==> src/sv/rrqp_pkg.sv <==
package rrqp_pkg;

  localparam int SLOTS = 32;
  localparam int SLOT_W = (SLOTS > 1) ? $clog2(SLOTS) : 1;
  localparam int CNT_W = $clog2(SLOTS + 1);
  localparam int SLOT_FIELD_W = 5;
  localparam int MASK_FIELD_W = 32;
  localparam int COUNT_FIELD_W = 6;
  localparam int CAP_W = 8;

  localparam logic [1:0] KIND_ADD    = 2'd0;
  localparam logic [1:0] KIND_REMOVE = 2'd1;
  localparam logic [1:0] KIND_PICK   = 2'd2;
  localparam logic [1:0] KIND_CLEAR  = 2'd3;

  localparam logic [1:0] S_IDLE  = 2'd0;
  localparam logic [1:0] S_SCAN  = 2'd1;
  localparam logic [1:0] S_APPLY = 2'd2;

  localparam logic [CAP_W-1:0] CAP_RESET = CAP_W'(4);

  typedef struct packed {
    logic [1:0]              kind;
    logic [SLOT_FIELD_W-1:0] slot;
    logic [MASK_FIELD_W-1:0] high_mask;
  } in_t;

  typedef struct packed {
    logic                     picked_valid;
    logic [SLOT_FIELD_W-1:0]  picked_slot;
    logic                     queue_empty;
    logic [COUNT_FIELD_W-1:0] ready_count;
    logic                     slot_present;
  } out_t;

  typedef struct packed {
    logic load;
    logic advance;
    logic commit;
    logic pick_hit;
  } cmd_t;

  typedef struct packed {
    logic need_scan;
    logic hit;
    logic mask_any;
  } status_t;

endpackage

==> src/sv/rrqp_ctrl.sv <==
module rrqp_ctrl (
  input  logic              clk,
  input  logic              rst_n,
  input  logic              start,
  output logic              busy,
  input  rrqp_pkg::status_t status,
  output rrqp_pkg::cmd_t    cmd,
  output logic [1:0]        state
);

  logic [1:0] state_r;
  logic [1:0] state_nxt;

  always_comb begin
    state_nxt = state_r;
    cmd = '0;
    case (state_r)
      rrqp_pkg::S_IDLE: begin
        if (start) begin
          cmd.load = 1'b1;
          state_nxt = status.need_scan ? rrqp_pkg::S_SCAN : rrqp_pkg::S_APPLY;
        end
      end
      rrqp_pkg::S_SCAN: begin
        if (status.hit) begin
          cmd.commit = 1'b1;
          cmd.pick_hit = 1'b1;
          state_nxt = rrqp_pkg::S_IDLE;
        end else begin
          cmd.advance = 1'b1;
        end
      end
      rrqp_pkg::S_APPLY: begin
        cmd.commit = 1'b1;
        state_nxt = rrqp_pkg::S_IDLE;
      end
      default: begin
        state_nxt = rrqp_pkg::S_IDLE;
      end
    endcase
  end

  always_ff @(posedge clk) begin
    if (!rst_n) begin
      state_r <= rrqp_pkg::S_IDLE;
    end else begin
      state_r <= state_nxt;
    end
  end

  assign busy = (state_r != rrqp_pkg::S_IDLE);
  assign state = state_r;

endmodule

==> src/sv/rrqp_dp.sv <==
module rrqp_dp (
  input  logic                       clk,
  input  logic                       rst_n,
  input  rrqp_pkg::in_t              in_item,
  input  logic                       cfg_we,
  input  logic [rrqp_pkg::CAP_W-1:0] cfg_wdata,
  input  rrqp_pkg::cmd_t             cmd,
  output rrqp_pkg::status_t          status,
  output logic                       out_strobe,
  output rrqp_pkg::out_t             out_item
);

  logic [rrqp_pkg::SLOTS-1:0]  ready_mask_r, ready_mask_nxt;
  logic [rrqp_pkg::CNT_W-1:0]  ready_cnt_r, ready_cnt_nxt;
  logic [rrqp_pkg::SLOT_W-1:0] scan_start_r, scan_start_nxt;
  logic [rrqp_pkg::CAP_W-1:0]  streak_r, streak_nxt;
  logic [rrqp_pkg::CAP_W-1:0]  cap_r;
  rrqp_pkg::in_t               item_r;
  logic [rrqp_pkg::SLOTS-1:0]  scan_mask_r;
  logic [rrqp_pkg::SLOT_W-1:0] idx_r;
  logic                        use_high_r;
  logic                        strobe_r;
  rrqp_pkg::out_t              out_r;

  logic [rrqp_pkg::SLOTS-1:0]  high_pool;
  logic                        use_high;
  logic                        in_range;
  logic [rrqp_pkg::SLOT_W-1:0] sidx;
  logic                        pick_valid;
  logic [rrqp_pkg::SLOT_FIELD_W-1:0] pick_slot;

  assign high_pool = ready_mask_r & in_item.high_mask[rrqp_pkg::SLOTS-1:0];
  assign use_high  = (|high_pool) && (streak_r < cap_r);

  assign status.need_scan = (in_item.kind == rrqp_pkg::KIND_PICK) && (|ready_mask_r);
  assign status.hit       = scan_mask_r[idx_r];
  assign status.mask_any  = |scan_mask_r;

  assign in_range = ({1'b0, item_r.slot} < (rrqp_pkg::SLOT_FIELD_W + 1)'(rrqp_pkg::SLOTS));
  assign sidx     = item_r.slot[rrqp_pkg::SLOT_W-1:0];

  always_comb begin
    ready_mask_nxt = ready_mask_r;
    ready_cnt_nxt  = ready_cnt_r;
    scan_start_nxt = scan_start_r;
    streak_nxt     = streak_r;
    pick_valid     = 1'b0;
    pick_slot      = '0;
    if (cmd.commit) begin
      case (item_r.kind)
        rrqp_pkg::KIND_ADD: begin
          if (in_range && !ready_mask_r[sidx]) begin
            ready_mask_nxt[sidx] = 1'b1;
            ready_cnt_nxt = ready_cnt_r + rrqp_pkg::CNT_W'(1);
          end
        end
        rrqp_pkg::KIND_REMOVE: begin
          if (in_range && ready_mask_r[sidx]) begin
            ready_mask_nxt[sidx] = 1'b0;
            ready_cnt_nxt = ready_cnt_r - rrqp_pkg::CNT_W'(1);
          end
        end
        rrqp_pkg::KIND_PICK: begin
          if (cmd.pick_hit) begin
            pick_valid     = 1'b1;
            pick_slot      = rrqp_pkg::SLOT_FIELD_W'(idx_r);
            scan_start_nxt = idx_r + rrqp_pkg::SLOT_W'(1);
            streak_nxt     = use_high_r ? streak_r + rrqp_pkg::CAP_W'(1) : '0;
          end
        end
        rrqp_pkg::KIND_CLEAR: begin
          ready_mask_nxt = '0;
          ready_cnt_nxt  = '0;
        end
        default: begin
          ready_mask_nxt = ready_mask_r;
        end
      endcase
    end
  end

  always_ff @(posedge clk) begin
    if (!rst_n) begin
      ready_mask_r <= '0;
      ready_cnt_r  <= '0;
      scan_start_r <= '0;
      streak_r     <= '0;
      cap_r        <= rrqp_pkg::CAP_RESET;
      strobe_r     <= 1'b0;
    end else begin
      ready_mask_r <= ready_mask_nxt;
      ready_cnt_r  <= ready_cnt_nxt;
      scan_start_r <= scan_start_nxt;
      streak_r     <= streak_nxt;
      strobe_r     <= cmd.commit;
      if (cfg_we) begin
        cap_r <= cfg_wdata;
      end
    end
  end

  always_ff @(posedge clk) begin
    if (cmd.load) begin
      item_r      <= in_item;
      idx_r       <= scan_start_r;
      use_high_r  <= use_high;
      scan_mask_r <= use_high ? high_pool : ready_mask_r;
    end else if (cmd.advance) begin
      idx_r <= idx_r + rrqp_pkg::SLOT_W'(1);
    end
    if (cmd.commit) begin
      out_r.picked_valid <= pick_valid;
      out_r.picked_slot  <= pick_slot;
      out_r.queue_empty  <= (ready_cnt_nxt == '0);
      out_r.ready_count  <= rrqp_pkg::COUNT_FIELD_W'(ready_cnt_nxt);
      out_r.slot_present <= in_range && ready_mask_nxt[sidx];
    end
  end

  assign out_strobe = strobe_r;
  assign out_item   = out_r;

endmodule

==> src/sv/round_robin_run_queue_picker.sv <==
// Channel  Handshake            Payload
// input    start / busy         in_item   (kind, slot, high_mask)
// result   out_strobe           out_item  (picked_valid .. slot_present)
// config   cfg_we               cfg_wdata (hipri_cap)
//
// Add, remove and clear go from IDLE to APPLY, where the result is committed and registered.
// A pick on a non-empty queue scans one slot per cycle from the cursor in SCAN; on an empty queue it goes to APPLY.
// A new transfer is taken at the edge that accepts the previous result.
// Synchronous active-low reset empties the queue and sets hipri_cap to 4.
// The result strobe is high for one cycle only; the receiver cannot stall it.
module round_robin_run_queue_picker (
  input  logic                       clk,
  input  logic                       rst_n,
  input  logic                       start,
  output logic                       busy,
  input  rrqp_pkg::in_t              in_item,
  input  logic                       cfg_we,
  input  logic [rrqp_pkg::CAP_W-1:0] cfg_wdata,
  output logic                       out_strobe,
  output rrqp_pkg::out_t             out_item
);

  rrqp_pkg::cmd_t    cmd;
  rrqp_pkg::status_t status;
  logic [1:0]        state;

  rrqp_ctrl u_ctrl (
    .clk    (clk),
    .rst_n  (rst_n),
    .start  (start),
    .busy   (busy),
    .status (status),
    .cmd    (cmd),
    .state  (state)
  );

  rrqp_dp u_dp (
    .clk        (clk),
    .rst_n      (rst_n),
    .in_item    (in_item),
    .cfg_we     (cfg_we),
    .cfg_wdata  (cfg_wdata),
    .cmd        (cmd),
    .status     (status),
    .out_strobe (out_strobe),
    .out_item   (out_item)
  );

`ifndef ASSERT_OFF
  a_scan_has_target: assert property (@(posedge clk) disable iff (!rst_n)
    (state == rrqp_pkg::S_SCAN) |-> status.mask_any)
    else $error("scan running over an empty mask");

  a_transfer_busy: assert property (@(posedge clk) disable iff (!rst_n)
    (start && !busy) |=> busy)
    else $error("busy not raised after transfer");

  a_strobe_single: assert property (@(posedge clk) disable iff (!rst_n)
    out_strobe |=> !out_strobe)
    else $error("result strobe longer than one cycle");

  a_pick_nonempty: assert property (@(posedge clk) disable iff (!rst_n)
    (out_strobe && out_item.picked_valid) |-> !out_item.queue_empty)
    else $error("pick reported with empty queue");
`endif

endmodule
==> config.mk <==
export PLATFORM = sky130hd
export DESIGN_NAME = round_robin_run_queue_picker
export DESIGN_NICKNAME = d
export VERILOG_FILES = /design/src/sv/rrqp_pkg.sv /design/src/sv/rrqp_ctrl.sv /design/src/sv/rrqp_dp.sv /design/src/sv/round_robin_run_queue_picker.sv
export SDC_FILE = /design/constraint.sdc
export NUM_CORES = 1
export LEC_CHECK = 0
export ABC_AREA = 1
export BUFFER_PORTS_ARGS = -buffer_cell sky130_fd_sc_hd__buf_2
export CAP_MARGIN = 10
export CORE_UTILIZATION = 54
export CTS_CLUSTER_SIZE = 30
export DETAILED_ROUTE_END_ITERATION = 10
export PLACE_DENSITY = 0.79
export SLEW_MARGIN = 25
export SYNTH_ARGS = -nofsm -noshare
export SYNTH_HDL_FRONTEND = slang
export SYNTH_SLANG_ARGS = --single-unit
export TNS_END_PERCENT = 5
==> constraint.sdc <==
create_clock -name clk -period 2.3 [get_ports clk]
set_clock_uncertainty 0.2 [all_clocks]
set_input_delay 0.345 -clock clk [delete_from_list [all_inputs] [get_ports clk]]
set_output_delay 0.345 -clock clk [all_outputs]
set_load 0.005 [all_outputs]
==> results.json <==
{
  "grt_pass1_wl_um": 36500,
  "grt_antenna_before_repair": 0,
  "synth.largest_area_cell": "edfxtp_1",
  "cellInternalPower_mw": 4.16,
  "final_hold_viol_count": 0,
  "drt-initial-drc-count": 1206,
  "clockRootBuffer": "clkbuf_16",
  "ios": 67,
  "cts_max_level": 4,
  "hold_start": "cfg_wdata[7]",
  "synth_most_common_cell": "nand2_1",
  "dr.pass1.iters": 6,
  "placed_cell_area_um2": 8760,
  "yosysTopAreaCellShare": 0.246,
  "fin_crit_sh": 1.26,
  "tritoncts": "done",
  "worstMarginPinSlew_ps": 533,
  "coreArea_um2": 12800,
  "p_sw_frac": 0.267,
  "grt-ovfl-total": 0,
  "ant_nets": 0,
  "synth-seq-cells": 121,
  "grt_max_degree": 43,
  "finalInstanceArea_um2": 9740,
  "wl_um": 24100,
  "cp-start-kind": "flip-flop",
  "synth_flop_cell": "dfxtp_1",
  "syn2layout_area_growth_pct": 35.3,
  "min_to": "u_dp.cap_r[7]",
  "crit_type": "flip-flop to flip-flop",
  "fin_crit_ps": 2900,
  "cp_max_fo": 8,
  "synth_seq_area_share": 0.418,
  "ys_top_cells_by_count": "nand2_1 (273), inv_1 (112), o21ai_0 (87)",
  "synthArstFlopShare": 0,
  "r2r_cells": 19,
  "power_frac_clock": 0.463,
  "syn_nets": 1053,
  "critPathBufInv": 2,
  "slew_headroom": 0.641,
  "numCtsBuffers": 17,
  "gp_congestion": 0.957,
  "viasPerCell": 5.94,
  "power.switching_mw": 1.52,
  "power.share.combinational": 0.119,
  "ys_types": 38,
  "powerDensity_nw_per_um2": 583,
  "syn-mean-instance-area_um2": 7.29,
  "initial_core_util": 0.561,
  "clk_pin_slew_ps": 60,
  "crit_slowest_cell": "edfxtp_1",
  "critPathArrivalTime_ps": 2890,
  "violations": "setup timing",
  "fin_ws_ps": -605,
  "power_leakage_nw": 4.40,
  "final_layout_size_suffix_gt1_frac": 0.257,
  "rows": 41,
  "yosys-top-cells-area": "edfxtp_1 (25%), dfxtp_1 (17%), nand2_1 (14%)",
  "r2r_end": "u_dp.out_item[0]",
  "max-vdd-ir-drop_v": 0.000414,
  "critPathCaptureType": "flip-flop",
  "cp_data_required_time_ps": 2290,
  "outcome": "complete, but fails checks",
  "die_y_um": 117,
  "syn_inst": 988,
  "setup_viol": 81,
  "die_area_um2": 13800,
  "crit_family": "simple AND/OR/NAND/NOR gates",
  "reg2reg_setup_slack_ps": -600,
  "min_path_cells": 3,
  "seqPwrFrac": 0.418,
  "wl_per_cell_um": 17.3,
  "vias": 8273,
  "ys_warn_count": 0,
  "fin_nets": 1272,
  "rsz0062_at_grt": "yes",
  "crit_chain": "clkinv_2, nand2_1, nand3_1, nand3_1, nand2_1, nor2_1, nand2_1, nand3_2, nand2_4, nand2_8, inv_2, nand2_1, nand2_1, nand2_1, nand2_1, o21ai_1, nand2_1, nor2_1, nand2_1",
  "port_buffers": 66,
  "critical_path.max_stage_delay_ps": 560,
  "dp_hpwl_um": 15800,
  "clock_sinks": 121,
  "max-clock-path-buffers": 2,
  "clk_latency_ps": 430,
  "maxCapViolations": 0,
  "hold_path.class": "primary input to flip-flop",
  "drv_slew": 0,
  "grt_pass1_vias": 7580,
  "synth_edf_count": 59,
  "grt_use_total": 0.337,
  "crit_top_cell": "nand2_1",
  "insertedDiodeCount": 0,
  "synth.cell_area_um2": 7200,
  "post-route-util": 0.760,
  "fmax_mhz": 344,
  "drcViolationCount": 0,
  "die_w_um": 117,
  "rr_startpoint": "u_dp.idx_r[0]"
}
==> final cells by class <==
cell class              instances  area (µm²)
fillers                       882        3080
well taps                     172         215
repair inverters                1        5.00
multi-input cells             708        3660
clock inverters                14         128
clock buffers                  18         450
inverters                     121         463
repair buffers                237        1810
flip-flops and latches        121        3010
==> worst max path at each step <==
stage                  startpoint               end  cells after the start
floorplan           u_dp.idx_r[0]  u_dp.out_item[0]                     20
global placement    u_dp.idx_r[0]  u_dp.out_item[0]                     19
detailed placement  u_dp.idx_r[0]  u_dp.out_item[0]                     19
CTS                 u_dp.idx_r[0]  u_dp.out_item[0]                     18
global route        u_dp.idx_r[0]  u_dp.out_item[0]                     19
finish              u_dp.idx_r[0]  u_dp.out_item[0]                     19
==> sequential cells by signal, summed over array words and instances, names as in the netlist <==
name               flops
u_ctrl.state           2
u_dp.cap_r             8
u_dp.idx_r             5
u_dp.item_r            2
u_dp.out_item         14
u_dp.out_strobe        1
u_dp.ready_cnt_r       6
u_dp.ready_mask_r     32
u_dp.scan_mask_r      32
u_dp.scan_start_r      5
u_dp.sidx              5
u_dp.streak_r          8
u_dp.use_high_r        1
==> power groups by stage <==
stage / sequential, mW / combinational (mW) / clock (mW)
final: 2.37 / 0.678 / 2.63
after global routing: 2.38 / 0.723 / 2.73
after CTS: 2.37 / 0.616 / 2.63
after detailed placement: 2.41 / 0.583 / 0
after global placement: 2.41 / 0.576 / 0
after floorplan: 2.41 / 0.334 / 0
==> worst min-delay path, cell delays in order <==
cell and delay [ps]:
buf_2 80, o21ai_0 70, a21oi_1 110
==> cells in the final DEF (no fill, tap or decap), types with 8 or more instances in the layout <==
master,count
nand2_1,257
buf_4,141
inv_1,110
o21ai_0,80
a21oi_1,70
nor2_1,68
buf_2,66
dfxtp_1,62
nand3_1,61
edfxtp_1,59
o311ai_0,32
clkbuf_16,20
o22ai_1,19
o21ai_1,16
nand2_2,16
dlygate4sd3_1,15
ha_1,14
nor4_1,10
xor2_1,9
nand4_1,8
buf_12,8
==> cells by family (layout without fill, tap and decap cells) <==
| group | after synthesis | in the layout | share of synthesized area |
|---|---|---|---|
| DFF | 121 | 121 | 0.418 |
| buffers and inverters | 159 | 391 | 0.0930 |
| and+or+nand+nor | 443 | 443 | 0.258 |
| adders and majority gates | 14 | 14 | 0.0243 |
| AOI/OAI and AO/OA | 241 | 241 | 0.194 |
| xor gates and xnor gates | 10 | 10 | 0.0122 |
==> metal layers <==
layer / GRT usage / up-vias / share of wire
li1: - / 3806 / -
met1: 0.426 / 3739 / 0.38
met4: 0.173 / 0 / 0.048
met2: 0.526 / 606 / 0.45
met5: 0 / - / 0
met3: 0.0964 / 122 / 0.12
==> per-stage QoR <==
stage / instances / TNS, ps / setup WS (ps) / hold slack (ps) / power [mW]
6_report: 1392 / -15000 / -605 / 15.1 / 5.68
5_1_grt: 1392 / -23530 / -791 / 14.6 / 5.83
4_1_cts: 1384 / -6070 / -424 / 8.24 / 5.62
3_5_place_dp: 1337 / -3930 / -390 / 243 / 2.99
3_3_place_gp: 1337 / -3210 / -378 / 234 / 2.98
2_1_floorplan: 988 / -402 / -160 / 224 / 2.74
==> timing repair <==
action	CTS	global route
pin swaps	4	18
hold buffers	15	0
setup endpoints to repair	44	112
gates resized for setup	12	38
hold endpoints to repair	13	0
cloned	0	5
setup buffers	0	3
No activity file was read; power rests on OpenSTA's default activity.
